[src/rtl/spc_pkg.sv]
`default_nettype none

package spc_pkg;

   // Default size of the sector buffer in bytes.
   localparam int SECTOR_BYTES_DEFAULT = 512;

   // Configuration register reset values.
   localparam logic [4:0] INIT_POLL_RESET  = 5'd16;
   localparam logic [3:0] READY_POLL_RESET = 4'd3;

   // Configuration register indexes.
   localparam logic REG_INIT_POLL  = 1'b0;
   localparam logic REG_READY_POLL = 1'b1;

   // Operation codes of an input transaction.
   localparam logic [2:0] OP_DATA_WR = 3'd0;
   localparam logic [2:0] OP_CTRL_WR = 3'd1;
   localparam logic [2:0] OP_ADDR_WR = 3'd2;
   localparam logic [2:0] OP_DATA_RD = 3'd3;
   localparam logic [2:0] OP_STAT_RD = 3'd4;
   localparam logic [2:0] OP_MOUNT   = 3'd5;
   localparam logic [2:0] OP_FILL    = 3'd6;
   localparam logic [2:0] OP_DRAIN   = 3'd7;

   // Controller modes.
   localparam logic [2:0] MODE_NOIMG = 3'd0;
   localparam logic [2:0] MODE_INIT  = 3'd1;
   localparam logic [2:0] MODE_IDLE  = 3'd2;
   localparam logic [2:0] MODE_READ  = 3'd3;
   localparam logic [2:0] MODE_WRITE = 3'd4;

   // Command bytes.
   localparam logic [7:0] CMD_READ  = 8'd0;
   localparam logic [7:0] CMD_WRITE = 8'd1;

   // Block address byte selects.
   localparam logic [1:0] SEL_LOW  = 2'd0;
   localparam logic [1:0] SEL_MID  = 2'd1;
   localparam logic [1:0] SEL_HIGH = 2'd2;

   // Error codes.
   localparam logic [3:0] ERR_NONE         = 4'd0;
   localparam logic [3:0] ERR_WR_NOT_WRITE = 4'd1;
   localparam logic [3:0] ERR_WR_BUSY      = 4'd2;
   localparam logic [3:0] ERR_CMD_NOIMG    = 4'd3;
   localparam logic [3:0] ERR_CMD_INIT     = 4'd4;
   localparam logic [3:0] ERR_CMD_READING  = 4'd5;
   localparam logic [3:0] ERR_CMD_WRITING  = 4'd6;
   localparam logic [3:0] ERR_CMD_UNKNOWN  = 4'd7;
   localparam logic [3:0] ERR_RD_NOT_READY = 4'd8;
   localparam logic [3:0] ERR_RD_WRITING   = 4'd9;
   localparam logic [3:0] ERR_BAD_INDEX    = 4'd10;
   localparam logic [3:0] ERR_OVERRUN      = 4'd11;

   // Status bytes and the idle data read value.
   localparam logic [7:0] STAT_NOIMG    = 8'h90;
   localparam logic [7:0] STAT_IDLE     = 8'h80;
   localparam logic [7:0] STAT_RD_READY = 8'hE0;
   localparam logic [7:0] STAT_RD_WAIT  = 8'hA0;
   localparam logic [7:0] STAT_WR_READY = 8'hA0;
   localparam logic [7:0] STAT_WR_WAIT  = 8'h20;
   localparam logic [7:0] DATA_NONE     = 8'hFF;

   typedef struct packed {
      logic [4:0] init_poll;
      logic [3:0] ready_poll;
   } cfg_type;

endpackage

`default_nettype wire

[src/rtl/spc_csr.sv]
`default_nettype none

module spc_csr (
   input  wire logic            clock,
   input  wire logic            reset,
   input  wire logic            psel,
   input  wire logic            penable,
   input  wire logic            pwrite,
   input  wire logic [2:0]      paddr,
   input  wire logic [31:0]     pwdata,
   output logic      [31:0]     prdata,
   output logic                 pready,
   output spc_pkg::cfg_type     cfg
);

   import spc_pkg::*;

   cfg_type cfg_ff;
   cfg_type cfg_in;
   logic    wr_stb;

   // The register index sits in address bit two; the byte lanes are ignored.
   assign wr_stb = psel && penable && pwrite;

   always_comb begin
      cfg_in = cfg_ff;
      if (wr_stb) begin
         if (paddr[2] == REG_INIT_POLL) begin
            cfg_in.init_poll = pwdata[4:0];
         end else begin
            cfg_in.ready_poll = pwdata[3:0];
         end
      end
   end

   always_ff @(posedge clock) begin
      if (reset) begin
         cfg_ff.init_poll  <= INIT_POLL_RESET;
         cfg_ff.ready_poll <= READY_POLL_RESET;
      end else begin
         cfg_ff <= cfg_in;
      end
   end

   always_comb begin
      if (paddr[2] == REG_INIT_POLL) begin
         prdata = {27'd0, cfg_ff.init_poll};
      end else begin
         prdata = {28'd0, cfg_ff.ready_poll};
      end
   end

   assign pready = 1'b1;
   assign cfg    = cfg_ff;

endmodule

`default_nettype wire

[config.mk]
export PLATFORM = sky130hd
export DESIGN_NAME = spc_csr
export DESIGN_NICKNAME = d
export VERILOG_FILES = /design/src/rtl/spc_pkg.sv /design/src/rtl/spc_csr.sv
export SDC_FILE = /design/constraint.sdc
export NUM_CORES = 1
export LEC_CHECK = 0
export ABC_AREA = 1
export BUFFER_PORTS_ARGS = -buffer_cell sky130_fd_sc_hd__buf_2
export CORE_AREA = 2 2 57 43
export DETAILED_ROUTE_END_ITERATION = 16
export DIE_AREA = 0 0 59 45
export PLACE_DENSITY = 0.79
export SKIP_CTS_REPAIR_TIMING = 1
export SYNTH_ARGS = -nofsm -noshare
export SYNTH_HDL_FRONTEND = slang
export SYNTH_SLANG_ARGS = --single-unit
[constraint.sdc]
create_clock -name clock -period 1.7 [get_ports clock]
set_input_delay 0 -clock clock [delete_from_list [all_inputs] [get_ports clock]]
set_output_delay 0 -clock clock [all_outputs]
set_load 0.01 [all_outputs]
### Yosys cells after proc, flatten, opt, wreduce, memory -nomap -nowiden

Cells that the tools add are included.

| storage, ports and cells | value |
|---|---|
| flip-flop bits (word level) | 9 |
| output and inout bits | 42 |
| logic and storage cells | 8 |

| operators by class | value |
|---|---|
| multiplexer cells | 1 |
| bitwise logic cells | 1 |
| reduce and logical (&&, ||, !) cells | 4 |

Operator list:

| cell | count |
|---|---|
| 5-bit two-way mux | 1 |
| 2-bit AND reduction | 2 |
| 1-bit logical AND | 2 |
| 1-bit inverter | 1 |

### Logic depth before layout (Yosys ltp)

| logic depth | value |
|---|---|
| depth after elaboration | 3 |
| gate-level depth with buffers | 5 |

### Least setup slack after synthesis

Ideal clock, no wire load.

| timing | value |
|---|---|
| path type | reg2reg |
| start | reg, netlist name cfg[8] |
| end | reg cfg_ff (netlist bit cfg[8]) |
| library setup time | 0.125 ns |
| data arrival time | 0.465 ns |
| required time | 1.575 ns |
| setup slack | 1.110 ns |
| cell stages (with the launch flop) | 3 |
| clock period less this slack | 0.590 ns |
| path through | dfxtp_1 > o21ai_0 > nand3_1 |

RTL lines:

| item | line | text |
|---|---|---|
| end signal, assigned | spc_csr.sv:41 | `cfg_ff <= cfg_in;` |
| end, declared | spc_csr.sv:18 | `cfg_type cfg_ff;` |

### Final worst setup path

| timing | value |
|---|---|
| start | reg cfg_ff (netlist bit cfg[2]) |
| end | out prdata[2] |

| on the way | value |
|---|---|
| longest elaborated chain between the ends | 1 |

Ends and longest elaborated chain:

| item | line | text |
|---|---|---|
| 5-bit two-way mux | spc_csr.sv:46 | `if (paddr[2] == REG_INIT_POLL) begin` |
| end, declared | spc_csr.sv:11 | `output logic [31:0] prdata,` |

No other way between the ends.

==> flow_summary.json <==
{
  "synthArstFlopShare": 0,
  "die_area_um2": 2660,
  "dr.pass1.iters": 4,
  "cp.arrival_ps": 870,
  "synth_common_cells": "29 x buf_4, 25 x nand2_1, 13 x nor2_1, 9 x dfxtp_1, 9 x nand3_1",
  "cts_tree": "built",
  "min_path_cells": 5,
  "cp-start-kind": "register",
  "route.vias.total": 575,
  "skew_ps": 0,
  "min_period_ps": 872,
  "n_fill_cell": 235,
  "largest_register_ffs": 9,
  "fp.dieW_um": 59,
  "route.antenna.remaining_nets": 0,
  "dp_hpwl_um": 991,
  "status": "completed",
  "min_to": "cfg[3]",
  "grt_max_degree": 12,
  "netlist_area_um2": 672,
  "ir_worst_vdd_mv": 0.278,
  "regArea_um2": 180,
  "total_power_w": 0.000502,
  "p_comb_frac": 0.222,
  "r2r_setup_slack_ps": 1120,
  "path_clk_slew_ps": 60,
  "yosysTopAreaCell": "buf_4",
  "worstSetupStartpoint": "cfg[2]",
  "grt_pass1_wl_um": 1930,
  "multi_input_area_um2": 342,
  "reg2reg_from": "cfg[2]",
  "rr_worst_depth": 2,
  "dp_cells": 145,
  "synth_cell_types": 12,
  "clockRootBuffer": "clkbuf_4",
  "ys_warn_count": 0,
  "drcViolationCount": 0,
  "synthTopCellsByArea": "buf_4 32%, dfxtp_1 27%, nand2_1 14%",
  "hold_start": "pwdata[3]",
  "core.rowCount": 14,
  "clockPowerShare": 0.332,
  "drv_slew": 0,
  "synth_ff_type": "dfxtp_1",
  "drtIter0Drc": 10,
  "place.gp.congestion": 0.761,
  "antenna_found_initial": 0,
  "netlist.area_leader.share": 0.324,
  "hold_class": "in -> reg",
  "via_per_inst": 3.78,
  "cp.required_ps": 1700,
  "clk_path_buf_depth": 2,
  "cts_buffers": 3,
  "area_growth_pct": 12.8,
  "clock.fmax_mhz": 1150,
  "htreeDepth": 1,
  "cap_violations": 0,
  "fin_crit_sh": 0.513,
  "intPower_w": 0.000344,
  "wl_per_cell_um": 8.52,
  "ios": 82,
  "instances_no_fill": 152,
  "clock_latency_ps": 260,
  "synth-seq-cells": 9,
  "synth_edf_count": 0,
  "start_util": 0.325,
  "cellPowerDensity_nw_per_um2": 662,
  "synth.most_common_cell": "buf_4",
  "drive_gt1_frac": 0.250,
  "overflow": 0,
  "crit_fanout": 3,
  "syn_area_per_cell_um2": 6.72,
  "r2r_end": "cfg[2]",
  "nets": 169,
  "diodes": 0,
  "die_y_um": 45,
  "wl_um": 1300,
  "leakage_nw": 0.442,
  "end_kind": "output pin",
  "synth-seq-area-share": 0.268,
  "io_buffer_count": 24,
  "hold_viol": 0,
  "p_seq_frac": 0.446,
  "switchingPower_w": 0.000157,
  "fin_area_um2": 758,
  "switching_share": 0.314,
  "postPlaceCellArea_um2": 702,
  "clock-sinks": 9,
  "criticalPathCategory": "reg -> out",
  "first_global_vias": 440,
  "grt_use_total": 0.101,
  "rsz0062_at_grt": "no",
  "setup_tns_ps": 0,
  "syn_inst": 100,
  "setup_violations": 0,
  "core_area_um2": 2070
}
## critical path: stages, from the launching register on
cell	delay, ps
dfxtp_1	360
nand2_1	60
nand2_1	70
buf_2	120
## power by group through the flow
| stage | Sequential [W] | Combinational [W] | Clock [W] |
|---|---|---|---|
| 3_5_place_dp | 0.000229 | 0.000105 | 0 |
| 3_3_place_gp | 0.000228 | 0.000105 | 0 |
| 4_1_cts | 0.000224 | 0.000106 | 0.000173 |
| 6_report | 0.000224 | 0.000112 | 0.000166 |
| 5_1_grt | 0.000225 | 0.000127 | 0.000182 |
| 2_1_floorplan | 0.000231 | 0.000117 | 0 |
## per-stage QoR
| step | util | setup slack [ps] | hold WS (ps) |
|---|---|---|---|
| after global routing | 0.367 | 746 | 108 |
| after floorplan | - | 1110 | 126 |
| after global placement | 0.340 | 940 | 219 |
| after detailed placement | 0.340 | 940 | 218 |
| final | 0.367 | 828 | 67.0 |
| after CTS | 0.352 | 813 | -62.4 |
## worst max path at each step
| stage | end | slack [ps] | cells past startpoint |
|---|---|---|---|
| final | prdata[2] | 830 | 3 |
| after global routing | prdata[2] | 750 | 3 |
| after floorplan | cfg[8] | 1110 | 2 |
| after global placement | cfg[1] | 940 | 5 |
| after detailed placement | cfg[3] | 940 | 5 |
| after CTS | prdata[2] | 810 | 3 |
## per-layer routing
layer  track usage  part of all wire  vias up
met1         0.133              0.47      243
li1              -                 -      302
met3        0.0258             0.058        4
met2         0.144              0.45       26
met5             0                 0        -
met4        0.0682             0.022        0
## cells in the final DEF, fill, tap and decap left out
master          n
conb_1         28
nand2_1        25
buf_2          24
nor2_1         13
nand3_1         9
dfxtp_1         9
inv_1           6
nor2_4          3
clkbuf_4        3
dlygate4sd3_1   3
inv_2           1
nand3_2         1
clkinv_1        1
o21ai_0         1
clkbuf_1        1
## layout make-up
class / count / area share
sequential: 9 / 0.238
inverter: 8 / 0.0396
multi-input combinational: 80 / 0.450
timing repair buffer: 27 / 0.198
clock buffer: 4 / 0.0347
tap: 24 / 0.0396
## cell families after synthesis
family          share of synthesized area
simple gates                        0.345
compound gates                    0.00744
other cells                        0.0112
buf+inv                             0.369
flops                               0.268
Note: power is estimated with default switching activity, not from simulation.
