File: src/rtl/spc_pkg.sv
`default_nettype none

package spc_pkg;

   // Default size of the sector buffer in bytes.
   localparam int SECTOR_BYTES_DEFAULT = 512;

   // Configuration register reset values.
   localparam logic [4:0] INIT_POLL_RESET  = 5'd16;
   localparam logic [3:0] READY_POLL_RESET = 4'd3;

   // Configuration register indexes.
   localparam logic REG_INIT_POLL  = 1'b0;
   localparam logic REG_READY_POLL = 1'b1;

   // Operation codes of an input transaction.
   localparam logic [2:0] OP_DATA_WR = 3'd0;
   localparam logic [2:0] OP_CTRL_WR = 3'd1;
   localparam logic [2:0] OP_ADDR_WR = 3'd2;
   localparam logic [2:0] OP_DATA_RD = 3'd3;
   localparam logic [2:0] OP_STAT_RD = 3'd4;
   localparam logic [2:0] OP_MOUNT   = 3'd5;
   localparam logic [2:0] OP_FILL    = 3'd6;
   localparam logic [2:0] OP_DRAIN   = 3'd7;

   // Controller modes.
   localparam logic [2:0] MODE_NOIMG = 3'd0;
   localparam logic [2:0] MODE_INIT  = 3'd1;
   localparam logic [2:0] MODE_IDLE  = 3'd2;
   localparam logic [2:0] MODE_READ  = 3'd3;
   localparam logic [2:0] MODE_WRITE = 3'd4;

   // Command bytes.
   localparam logic [7:0] CMD_READ  = 8'd0;
   localparam logic [7:0] CMD_WRITE = 8'd1;

   // Block address byte selects.
   localparam logic [1:0] SEL_LOW  = 2'd0;
   localparam logic [1:0] SEL_MID  = 2'd1;
   localparam logic [1:0] SEL_HIGH = 2'd2;

   // Error codes.
   localparam logic [3:0] ERR_NONE         = 4'd0;
   localparam logic [3:0] ERR_WR_NOT_WRITE = 4'd1;
   localparam logic [3:0] ERR_WR_BUSY      = 4'd2;
   localparam logic [3:0] ERR_CMD_NOIMG    = 4'd3;
   localparam logic [3:0] ERR_CMD_INIT     = 4'd4;
   localparam logic [3:0] ERR_CMD_READING  = 4'd5;
   localparam logic [3:0] ERR_CMD_WRITING  = 4'd6;
   localparam logic [3:0] ERR_CMD_UNKNOWN  = 4'd7;
   localparam logic [3:0] ERR_RD_NOT_READY = 4'd8;
   localparam logic [3:0] ERR_RD_WRITING   = 4'd9;
   localparam logic [3:0] ERR_BAD_INDEX    = 4'd10;
   localparam logic [3:0] ERR_OVERRUN      = 4'd11;

   // Status bytes and the idle data read value.
   localparam logic [7:0] STAT_NOIMG    = 8'h90;
   localparam logic [7:0] STAT_IDLE     = 8'h80;
   localparam logic [7:0] STAT_RD_READY = 8'hE0;
   localparam logic [7:0] STAT_RD_WAIT  = 8'hA0;
   localparam logic [7:0] STAT_WR_READY = 8'hA0;
   localparam logic [7:0] STAT_WR_WAIT  = 8'h20;
   localparam logic [7:0] DATA_NONE     = 8'hFF;

   typedef struct packed {
      logic [4:0] init_poll;
      logic [3:0] ready_poll;
   } cfg_type;

endpackage

`default_nettype wire

File: src/rtl/spc_core.sv
`default_nettype none

module spc_core #(
   parameter int SECTOR_BYTES = 512,
   parameter int AW           = 9,
   parameter int PW           = 10
) (
   input  wire logic            clock,
   input  wire logic            reset,
   input  wire spc_pkg::cfg_type cfg,
   input  wire logic            req_valid,
   output logic                 req_ready,
   input  wire logic [2:0]      req_op,
   input  wire logic [7:0]      req_wdata,
   input  wire logic [1:0]      req_addr_byte_sel,
   input  wire logic [8:0]      req_buf_index,
   output logic                 rsp_valid,
   input  wire logic            rsp_ready,
   output logic      [7:0]      rsp_rdata,
   output logic      [3:0]      rsp_error_code,
   output logic                 rsp_fetch_request,
   output logic                 rsp_commit_request,
   output logic      [23:0]     rsp_block_addr,
   output logic                 ram_wr_en,
   output logic      [AW-1:0]   ram_wr_addr,
   output logic      [7:0]      ram_wr_data,
   output logic                 ram_rd_en,
   output logic      [AW-1:0]   ram_rd_addr,
   input  wire logic [7:0]      ram_rd_data
);

   import spc_pkg::*;

   localparam logic PH_ACCEPT = 1'b0;
   localparam logic PH_EXEC   = 1'b1;
   localparam logic [PW-1:0] LAST_POS = PW'(SECTOR_BYTES);

   logic          phase_ff, phase_in;
   logic [2:0]    mode_ff, mode_in;
   logic [4:0]    poll_ff, poll_in;
   logic [PW-1:0] pos_ff, pos_in;
   logic [23:0]   lba_ff, lba_in;

   logic [2:0]    item_op_ff;
   logic [7:0]    item_wdata_ff;
   logic [1:0]    item_sel_ff;
   logic [8:0]    item_bidx_ff;

   logic          rsp_valid_ff, rsp_valid_in;
   logic [7:0]    rdata_ff, rdata_in;
   logic [3:0]    err_ff, err_in;
   logic          fetch_ff, fetch_in;
   logic          commit_ff, commit_in;

   logic          accept;
   logic          done;
   logic          is_ready;
   logic          rdy_after;
   logic [4:0]    poll_step;
   logic [4:0]    ready_ext;
   logic          pos_ok;
   logic          item_bidx_ok;
   logic [31:0]   item_bidx_wide;
   logic [31:0]   req_bidx_wide;

   assign req_ready = (phase_ff == PH_ACCEPT);
   assign accept    = req_valid && req_ready;
   assign done      = (phase_ff == PH_EXEC) && (!rsp_valid_ff || rsp_ready);

   // Buffer read is issued as the transaction is taken, so the byte is
   // waiting when the execute cycle runs.
   assign req_bidx_wide = 32'(req_buf_index);
   assign ram_rd_en     = accept && (req_op == OP_DATA_RD || req_op == OP_DRAIN);
   assign ram_rd_addr   = (req_op == OP_DATA_RD) ? pos_ff[AW-1:0] : req_bidx_wide[AW-1:0];

   always_ff @(posedge clock) begin
      if (accept) begin
         item_op_ff    <= req_op;
         item_wdata_ff <= req_wdata;
         item_sel_ff   <= req_addr_byte_sel;
         item_bidx_ff  <= req_buf_index;
      end
   end

   assign ready_ext      = {1'b0, cfg.ready_poll};
   assign is_ready       = poll_ff >= ready_ext;
   assign poll_step      = poll_ff + 5'd1;
   assign pos_ok         = 32'(pos_ff) < 32'(SECTOR_BYTES);
   assign item_bidx_wide = 32'(item_bidx_ff);
   assign item_bidx_ok   = item_bidx_wide < 32'(SECTOR_BYTES);

   always_comb begin
      mode_in     = mode_ff;
      poll_in     = poll_ff;
      pos_in      = pos_ff;
      lba_in      = lba_ff;
      rdata_in    = 8'd0;
      err_in      = ERR_NONE;
      fetch_in    = 1'b0;
      commit_in   = 1'b0;
      rdy_after   = 1'b1;
      ram_wr_en   = 1'b0;
      ram_wr_addr = pos_ff[AW-1:0];
      ram_wr_data = item_wdata_ff;
      case (item_op_ff)
         OP_DATA_WR: begin
            if (mode_ff != MODE_WRITE) begin
               err_in = ERR_WR_NOT_WRITE;
            end else if (!is_ready) begin
               err_in = ERR_WR_BUSY;
            end else begin
               poll_in = 5'd0;
               if (pos_ok) begin
                  ram_wr_en = done;
                  pos_in    = pos_ff + PW'(1);
                  if (pos_in == LAST_POS) begin
                     mode_in   = MODE_IDLE;
                     commit_in = 1'b1;
                  end
               end else begin
                  err_in = ERR_OVERRUN;
               end
            end
         end
         OP_CTRL_WR: begin
            case (mode_ff)
               MODE_NOIMG: err_in = ERR_CMD_NOIMG;
               MODE_INIT:  err_in = ERR_CMD_INIT;
               MODE_READ:  err_in = ERR_CMD_READING;
               MODE_WRITE: err_in = ERR_CMD_WRITING;
               default: begin
                  poll_in = 5'd0;
                  if (item_wdata_ff == CMD_READ) begin
                     mode_in  = MODE_READ;
                     pos_in   = '0;
                     fetch_in = 1'b1;
                  end else if (item_wdata_ff == CMD_WRITE) begin
                     mode_in = MODE_WRITE;
                     pos_in  = '0;
                  end else begin
                     err_in = ERR_CMD_UNKNOWN;
                  end
               end
            endcase
         end
         OP_ADDR_WR: begin
            case (item_sel_ff)
               SEL_LOW:  lba_in[7:0]   = item_wdata_ff;
               SEL_MID:  lba_in[15:8]  = item_wdata_ff;
               SEL_HIGH: lba_in[23:16] = item_wdata_ff;
               default:  lba_in        = lba_ff;
            endcase
         end
         OP_DATA_RD: begin
            rdata_in = DATA_NONE;
            if (mode_ff == MODE_READ) begin
               if (!is_ready) begin
                  err_in = ERR_RD_NOT_READY;
               end else begin
                  poll_in = 5'd0;
                  if (pos_ff + PW'(1) == LAST_POS) begin
                     mode_in = MODE_IDLE;
                  end
                  if (pos_ok) begin
                     rdata_in = ram_rd_data;
                     pos_in   = pos_ff + PW'(1);
                  end else begin
                     err_in = ERR_OVERRUN;
                  end
               end
            end else if (mode_ff == MODE_WRITE) begin
               err_in = ERR_RD_WRITING;
            end
         end
         OP_STAT_RD: begin
            case (mode_ff)
               MODE_NOIMG: rdata_in = STAT_NOIMG;
               MODE_INIT: begin
                  poll_in  = poll_step;
                  rdata_in = STAT_NOIMG;
                  if (poll_step >= cfg.init_poll) begin
                     mode_in = MODE_IDLE;
                  end
               end
               MODE_IDLE: rdata_in = STAT_IDLE;
               MODE_READ, MODE_WRITE: begin
                  if (!is_ready) begin
                     poll_in   = poll_step;
                     rdy_after = poll_step >= ready_ext;
                  end
                  if (mode_ff == MODE_READ) begin
                     rdata_in = rdy_after ? STAT_RD_READY : STAT_RD_WAIT;
                  end else begin
                     rdata_in = rdy_after ? STAT_WR_READY : STAT_WR_WAIT;
                  end
               end
               default: rdata_in = 8'd0;
            endcase
         end
         OP_MOUNT: begin
            mode_in = MODE_INIT;
         end
         OP_FILL: begin
            ram_wr_addr = item_bidx_wide[AW-1:0];
            if (item_bidx_ok) begin
               ram_wr_en = done;
            end else begin
               err_in = ERR_BAD_INDEX;
            end
         end
         default: begin
            if (item_bidx_ok) begin
               rdata_in = ram_rd_data;
            end else begin
               err_in = ERR_BAD_INDEX;
            end
         end
      endcase
   end

   always_comb begin
      phase_in = phase_ff;
      if (accept) begin
         phase_in = PH_EXEC;
      end else if (done) begin
         phase_in = PH_ACCEPT;
      end
   end

   always_comb begin
      if (done) begin
         rsp_valid_in = 1'b1;
      end else if (rsp_ready) begin
         rsp_valid_in = 1'b0;
      end else begin
         rsp_valid_in = rsp_valid_ff;
      end
   end

   always_ff @(posedge clock) begin
      if (reset) begin
         phase_ff     <= PH_ACCEPT;
         mode_ff      <= MODE_NOIMG;
         poll_ff      <= 5'd0;
         pos_ff       <= '0;
         lba_ff       <= 24'd0;
         rsp_valid_ff <= 1'b0;
      end else begin
         phase_ff     <= phase_in;
         rsp_valid_ff <= rsp_valid_in;
         if (done) begin
            mode_ff <= mode_in;
            poll_ff <= poll_in;
            pos_ff  <= pos_in;
            lba_ff  <= lba_in;
         end
      end
   end

   always_ff @(posedge clock) begin
      if (done) begin
         rdata_ff  <= rdata_in;
         err_ff    <= err_in;
         fetch_ff  <= fetch_in;
         commit_ff <= commit_in;
      end
   end

   assign rsp_valid          = rsp_valid_ff;
   assign rsp_rdata          = rdata_ff;
   assign rsp_error_code     = err_ff;
   assign rsp_fetch_request  = fetch_ff;
   assign rsp_commit_request = commit_ff;
   assign rsp_block_addr     = lba_ff;

   a_pos_bound: assert property (@(posedge clock) disable iff (reset)
      32'(pos_ff) <= 32'(SECTOR_BYTES))
      else $error("Byte position has run past the end of the sector.");

   a_wr_only_exec: assert property (@(posedge clock) disable iff (reset)
      ram_wr_en |-> (phase_ff == PH_EXEC) && (item_op_ff == OP_DATA_WR || item_op_ff == OP_FILL))
      else $error("Buffer written outside the execute cycle of a write or fill.");

   a_commit_idle: assert property (@(posedge clock) disable iff (reset)
      (done && commit_in) |=> (mode_ff == MODE_IDLE) && (pos_ff == LAST_POS))
      else $error("Commit raised without the sector being complete.");

   a_fetch_commit: assert property (@(posedge clock) disable iff (reset)
      rsp_valid_ff |-> !(fetch_ff && commit_ff))
      else $error("Fetch and commit requested by the same transaction.");

   a_no_accept_pending: assert property (@(posedge clock) disable iff (reset)
      accept |=> !req_ready)
      else $error("New transaction taken while one is still executing.");

endmodule

`default_nettype wire

File: config.mk
export PLATFORM = sky130hd
export DESIGN_NAME = spc_core
export DESIGN_NICKNAME = d
export VERILOG_FILES = /design/src/rtl/spc_pkg.sv /design/src/rtl/spc_core.sv
export SDC_FILE = /design/constraint.sdc
export NUM_CORES = 1
export LEC_CHECK = 0
export BUFFER_PORTS_ARGS = -buffer_cell sky130_fd_sc_hd__clkbuf_2
export CORE_MARGIN = 2
export CORE_UTILIZATION = 38
export DETAILED_ROUTE_END_ITERATION = 16
export SETUP_SLACK_MARGIN = 0.1
export SLEW_MARGIN = 20
export SYNTH_ARGS = -nofsm -noshare
export SYNTH_HDL_FRONTEND = slang
export SYNTH_SLANG_ARGS = --single-unit
File: constraint.sdc
create_clock -name clock -period 4.9 [get_ports clock]
set_input_delay 0.49 -clock clock [delete_from_list [all_inputs] [get_ports clock]]
set_output_delay 0.49 -clock clock [all_outputs]
set_load 0.05 [all_outputs]
=== Word level (Yosys, flattened, before mapping) ===
Index checks and enable logic that the tools add are counted.

* Output and inout port bits: 68
* Input bits: 43
* Register bits: 80

* Bitwise gates (word level): 5
* Add/subtract/negate cells: 2
* Multiplexer cells: 63
* Order comparisons: 5
* Equality and inequality tests: 28
* Reductions and logical operators: 28

{| class="wikitable"
|+ Operators by type and width
! kind !! number
|-
| 10-bit two-way mux || 7
|-
| 8-bit two-way mux || 6
|-
| 8-bit one-hot mux with 3 select lines || 2
|-
| 3-bit two-way mux || 13
|-
| 10-bit one-hot mux with 3 select lines || 1
|-
| 4-bit two-way mux || 7
|-
| 5-bit two-way mux || 5
|-
| 5-bit one-hot mux with 4 select lines || 1
|-
| 9-bit two-way mux || 2
|-
| 4-bit one-hot mux with 4 select lines || 1
|-
| 3-bit by 2-bit == test with 1-bit output, second input constant || 5
|-
| 3-bit == test, second input constant || 5
|-
| 3-bit one-hot mux with 5 select lines || 1
|-
| 2-bit inequality test, second input constant || 7
|-
| 1-bit two-way mux || 13
|-
| 3-bit one-hot mux with 4 select lines || 1
|-
| 11-bit AND reduction || 1
|-
| 10-bit by 1-bit adder with 10-bit output, second input constant || 1
|-
| 10-bit == test, second input constant || 1
|-
| 5-bit by 4-bit >= comparator with 1-bit output || 2
|-
| 10-bit < comparator, second input constant || 1
|-
| 9-bit by 10-bit < comparator with 1-bit output, second input constant || 1
|-
| 5-bit one-hot mux with 2 select lines || 1
|-
| 5-bit OR reduction || 2
|-
| other kinds (28) || 44
|}

=== Depth between registers and ports, before layout ===
Gate-level depths: netlist (run 1).

* Depth after elaboration: 9
* Depth in mapped cells: 9

=== Worst setup path before layout (run 1) ===
OpenSTA, ideal clock, no wires.

* Path type: input -> output
* Start: input port cfg[0] (netlist name)
* End: output port ram_wr_en
* Slack: 2.132 ns
* Arrival time: 2.278 ns
* Stages: 6
* Cell sequence: ha_1 nand2b_1 a21oi_4 nor3_1 nand2_1 a21oi_1

* Longest elaborated chain between the ends: 4

{| class="wikitable"
|+ Ends and longest elaborated chain
! element !! RTL line !! RTL
|-
| start: declaration || spc_core.sv:10 || <nowiki>input wire spc_pkg::cfg_type cfg,</nowiki>
|-
| 5-bit by 4-bit >= comparator with 1-bit output || spc_core.sv:86 || <nowiki>assign is_ready = poll_ff >= ready_ext;</nowiki>
|-
| 1-bit two-way mux || spc_core.sv:109 || <nowiki>end else if (!is_ready) begin</nowiki>
|-
| 1-bit two-way mux || spc_core.sv:107 || <nowiki>if (mode_ff != MODE_WRITE) begin</nowiki>
|-
| 1-bit one-hot mux with 2 select lines || spc_core.sv:105 || <nowiki>case (item_op_ff)</nowiki>
|-
| end: declaration || spc_core.sv:24 || <nowiki>output logic ram_wr_en,</nowiki>
|}

No other way between the ends.

=== Worst setup path after layout (run 1) ===
* Start: register poll_ff[0]
* End: output port ram_wr_en

* Longest elaborated chain between the ends: 4

{| class="wikitable"
|+ Ends and longest elaborated chain
! element !! RTL line !! RTL
|-
| start: declaration || spc_core.sv:40 || <nowiki>logic [4:0] poll_ff, poll_in;</nowiki>
|-
| start signal: assignment || spc_core.sv:253 || <nowiki>poll_ff <= poll_in;</nowiki>
|-
| 5-bit by 4-bit >= comparator with 1-bit output || spc_core.sv:86 ||
|-
| 1-bit two-way mux || spc_core.sv:109 ||
|-
| 1-bit two-way mux || spc_core.sv:107 ||
|-
| 1-bit one-hot mux with 2 select lines || spc_core.sv:105 ||
|}

No other way between the ends.

==> results of run 1 <==
-- registers in the layout, indices dropped and copies added, names as in the netlist --
register / count
rsp_block_addr: 24
phase_ff: 1
rsp_commit_request: 1
mode_ff: 3
item_op_ff: 3
rsp_rdata: 8
poll_ff: 5
rsp_valid: 1
ram_wr_data: 8
item_bidx_ff: 9
item_sel_ff: 2
rsp_error_code: 4
pos_ff: 10
rsp_fetch_request: 1
-- critical path, cell delays in order, from the launching register on --
cell	delay, ns
dfxtp_1	0.44
inv_1	0.07
ha_1	0.29
nand2b_1	0.15
a21oi_4	0.09
nor3_1	0.54
nand2_1	0.17
a21oi_1	0.22
clkbuf_2	0.31
-- layout make-up --
cell class                 count  area (µm²)
timing repair buffer         111       558.0
clock inverter                 7       60.06
tap                          136       170.2
sequential                    80        1962
multi-input combinational    278        1972
clock buffer                   9       123.9
fill                        1017        5441
inverter                      22       82.58
-- cells by family (layout without fill, tap and decap cells) --
group	Yosys count	in the layout
simple gates	135	135
flops	80	80
compound gates	78	78
mux	45	45
buf+inv	42	149
fa+ha+maj	15	15
xor+xnor	5	5
-- metal layers --
layer,track usage,vias up,wire length (µm)
met2,0.2745,130,4592
li1,-,1674,-
met5,0,-,0
met1,0.2394,1582,4583
met3,0.05206,9,776
met4,0.04853,0,106
-- power breakdown --
part	switching, W	leakage, nW	internal (W)
Sequential	0.0000180	0.698	0.000723
Combinational	0.000141	1.33	0.0000540
Clock	0.000274	0.0848	0.000193
-- metrics by stage --
stage | setup WS (ns) | util
6_report | 1.764 | 0.4753
5_1_grt | 1.511 | 0.4753
4_1_cts | 1.763 | 0.4753
3_5_place_dp | 2.018 | 0.4575
3_3_place_gp | 2.096 | 0.4575
2_1_floorplan | 2.132 | -
-- worst paths after layout --
check | endpoint | slack [ns] | cells past startpoint
setup / recovery | ram_wr_en | 1.76 | 8
hold / removal | ram_wr_data[2]$_DFFE_PP_ | 0.30 | 1
setup reg to reg | rsp_rdata[7]$_DFFE_PP_ | 2.19 | 7
hold reg to reg | rsp_block_addr[8]$_SDFFE_PP0P_ | 0.50 | 2
-- cells in the final DEF (no fill, tap or decap), drive strengths merged, types with 3 or more instances in the layout --
cell type    n
ha          15
edfxtp      36
nor3        10
nand3       11
o22ai        4
or3          7
or4          3
clkinvlp     3
xor2         3
a21oi       22
nor2        52
o311ai       4
nor4         4
o31ai        3
nor2b        4
and3         6
mux2i       28
mux2        17
nand2b       5
o211ai       3
nand3b       5
a31oi        5
clkbuf     119
nand2       19
inv         26
o21ai       17
dfxtp       44
o32ai        3
a2111oi      3
==> impl_metrics.tcl, run 1 <==
set metrics [dict create \
    status "completed" \
    cp-start-kind "flop" \
    synthMuxAreaShare 0.1153 \
    ant_nets 0 \
    row_count 37 \
    setup_viol 0 \
    end_kind "primary output" \
    clk_path_buf_depth 2 \
    die_h_um 107.7 \
    layout.nets 560 \
    skew_ns 0.01950 \
    async_reset_ff_frac 0 \
    root_buffer "clkbuf_8" \
    slew_violations 0 \
    num_vias 3395 \
    fin_setup_tns_ns 0 \
    fin_crit_ns 3.136 \
    finalCritPeriodShare 0.6399 \
    ys_types 58 \
    irDropWorstVdd_mv 0.1651 \
    slew_headroom 0.3864 \
    clk_pin_slew_ns 0.09 \
    placedCellCount 627 \
    num_io_pins 111 \
    globalplace.congestion 0.8964 \
    synth-simple-area-share 0.1664 \
    grt_antenna_before_repair 0 \
    hold_class "in -> reg" \
    fin_cells 643 \
    ys_seq_area_frac 0.4797 \
    die_w_um 107.7 \
    grt_pass1_vias 3141 \
    drt_pass1_iterations 5 \
    p_leak_nw 2.108 \
    max_freq_mhz 318.9 \
    synth-adder-area-share 0.04589 \
    final_area_um2 4928 \
    clk_latency_ns 0.36 \
    insertedDiodeCount 0 \
    numCtsBuffers 9 \
    hp-start "req_wdata[2]" \
    synth_cells 400 \
    hold_viol 0 \
    coreArea_um2 10370 \
    powerDensity_nw_per_um2 284.6 \
    start_util 0.3944 \
    drive_gt1_frac 0.3097 \
    finalWirelength_um 10060 \
    p_total_w 0.001403 \
    ys_warn_count 0 \
    initialDrtViolationCount 137 \
    synth_top_area_share 0.2643 \
    synth_top_family_by_area "simple AND/OR/NAND/NOR gates" \
    synth-compound-area-share 0.1419 \
    die_area_um2 11610 \
    place_hpwl_um 7244 \
    wl_per_cell_um 15.64 \
    rsz0062_at_grt "false" \
    synthTopCellsByArea "edfxtp_1 (26%), dfxtp_1 (22%), mux2i_1 (6.9%), mux2_2 (4.7%), ha_1 (4.6%)" \
    cp.arrival_ns 2.65 \
    cts.sinks 80 \
    grt_first_pass_wirelength_um 16040 \
    synth_nets 458 \
    cap_violations 0 \
    cts_resized 0 \
    overflow 0 \
    yosysMostFrequentCell "nor2_1" \
    ys_ff_latch 80 \
    synth-edff-count 36 \
    postCtsSetupBuffers 0 \
    cts_tree "yes" \
    syn-cell-area_um2 4090 \
    synthXorXnorAreaFrac 0.01071 \
    htreeDepth 3 \
    grt_max_degree 44 \
    synthFlopType "dfxtp_1" \
    synth_top_cell_by_area "edfxtp_1" \
    path_max_fanout 7 \
    syn_avg_cell_area_um2 10.23 \
    numPortBuffers 110 \
    criticalPathCategory "reg -> out" \
    worst_hold_slack_ns 0.2967 \
    cp-startpoint "poll_ff[0]$_SDFFE_PP0P_" \
    worstMarginPinSlew_ns 0.9205 \
    r2r_start "poll_ff[2]$_SDFFE_PP0P_" \
    worstPathRequired_ns 4.41 \
    hold_buffers 0 \
    track_usage 0.1768 \
    vias_per_cell 5.280 \
    drc_errors 0 \
    dpl_cell_area_um2 4745 \
    syn2layout_area_growth_pct 20.50 \
    synthTopCellsByCount "nor2_1 (49), dfxtp_1 (44), edfxtp_1 (36)" \
]
No activity file was read; power rests on OpenSTA's default activity.
==> inputs of run 2 (changes only) <==
==> constraint.sdc (replaced) <==
create_clock -name clock -period 3 [get_ports clock]
set_input_delay 0.3 -clock clock [delete_from_list [all_inputs] [get_ports clock]]
set_output_delay 0.3 -clock clock [all_outputs]
set_load 0.05 [all_outputs]
==> impl_metrics.tcl, run 2 (synthesis results as in run 1) <==
set metrics [dict create \
    drc_errors 0 \
    row_count 37 \
    irDropWorstVdd_mv 0.2338 \
    criticalPathCategory "reg -> reg" \
    fin_setup_tns_ns 0 \
    cts_tree "yes" \
    die_w_um 107.7 \
    dpl_cell_area_um2 4767 \
    grt_pass1_vias 3234 \
    max_freq_mhz 377.8 \
    final_area_um2 4987 \
    hold_class "in -> reg" \
    layout.nets 563 \
    die_h_um 107.7 \
    slew_violations 0 \
    insertedDiodeCount 0 \
    skew_ns 0.01390 \
    cts_resized 0 \
    root_buffer "clkbuf_8" \
    hold_viol 0 \
    setup_viol 0 \
    syn2layout_area_growth_pct 21.93 \
    final_util 0.4809 \
    place_hpwl_um 7339 \
    grt_max_degree 44 \
    rsz0062_at_grt "false" \
    end_kind "flop" \
    slowest_delay_ns 0.45 \
    powerDensity_nw_per_um2 468.3 \
    overflow 0 \
    crit_chain "ha_1 -> nand3_1 -> xnor2_1 -> ha_1 -> o21ai_0 -> o311ai_0 -> o2111ai_1 -> or3_1 -> a21oi_1" \
    crit_buf_inv 0 \
    grt_first_pass_wirelength_um 15850 \
    initialDrtViolationCount 107 \
    cp-start-kind "flop" \
    drive_gt1_frac 0.3176 \
    track_usage 0.1731 \
    finalWirelength_um 9853 \
    clk_pin_slew_ns 0.09 \
    finalCritPeriodShare 0.8822 \
    clk_path_buf_depth 2 \
    critPathMostFrequentCell "ha_1" \
    numCtsBuffers 9 \
    cp_slowest_cell "dfxtp_1" \
    worstPathRequired_ns 3.27 \
    coreArea_um2 10370 \
    largest_reg_flops 24 \
    path_delay_family "compound AO/OA/AOI/OAI gates" \
    grt_antenna_before_repair 0 \
    p_leak_nw 2.148 \
    slew_headroom 0.3697 \
    final_common_cell "clkbuf_2" \
    num_vias 3378 \
    worstMarginPinSlew_ns 0.9455 \
    cts.sinks 80 \
    vias_per_cell 5.229 \
    num_io_pins 111 \
    wl_per_cell_um 15.25 \
    globalplace.congestion 0.8652 \
    ant_nets 0 \
    clk_latency_ns 0.35 \
    drt_pass1_iterations 4 \
    status "completed" \
    postCtsSetupBuffers 0 \
    cp.arrival_ns 2.91 \
    fin_crit_ns 2.647 \
    numPortBuffers 110 \
    start_util 0.3944 \
    path_max_fanout 7 \
    hold_buffers 0 \
    die_area_um2 11610 \
    htreeDepth 3 \
    cap_violations 0 \
    final_cell_mix "clkbuf_2 (110), nor2_1 (49), dfxtp_1 (44)" \
]
-- run 2: cell count changes in the layout (fill, tap and decap cells not counted), sizes merged --
cell / delta
buf: +3
clkinvlp: -3
clkbuf: +1
clkinv: +1
inv: +1
-- run 2: where the power goes --
group          internal (W)  switching [W]  total [W]
registers           0.00118      0.0000293    0.00121
logic             0.0000895       0.000232   0.000321
clock network      0.000370       0.000434   0.000804
-- run 2: final cells by class --
class	count	area, µm²
clock buffer	10	148.9
multi-input combinational	278	1988
fill	1019	5383
tap	136	170.2
clock inverter	6	55.05
sequential	80	1962
inverter	22	82.58
timing repair buffer	114	580.6
-- run 2: per-layer routing --
| layer | track usage | wire [µm] |
|---|---|---|
| met5 | 0 | 0 |
| met4 | 0.06319 | 150 |
| met3 | 0.04540 | 628 |
| met2 | 0.2763 | 4583 |
| met1 | 0.2251 | 4491 |
-- run 2: final timing paths --
path                                  start                             end  cells after the start  slack [ns]
min reg2reg  rsp_block_addr[3]$_SDFFE_PP0P_  rsp_block_addr[3]$_SDFFE_PP0P_                      2        0.50
max                 poll_ff[0]$_SDFFE_PP0P_         mode_ff[1]$_SDFFE_PP0P_                      9        0.35
min                            req_wdata[1]        ram_wr_data[1]$_DFFE_PP_                      1        0.12
max reg2reg         poll_ff[0]$_SDFFE_PP0P_         mode_ff[1]$_SDFFE_PP0P_                      9        0.35
-- run 2: stage by stage --
stage | setup slack, ns | hold WS [ns] | power [W] | cells
after floorplan | 0.4537 | 0.3989 | 0.001460 | 400
after global placement | 0.3483 | 0.4762 | 0.001554 | 630
after detailed placement | 0.2483 | 0.4786 | 0.001558 | 630
after CTS | 0.1085 | 0.09745 | 0.002369 | 646
after global routing | 0.1514 | 0.09240 | 0.002440 | 646
final | 0.3534 | 0.1157 | 0.002336 | 646
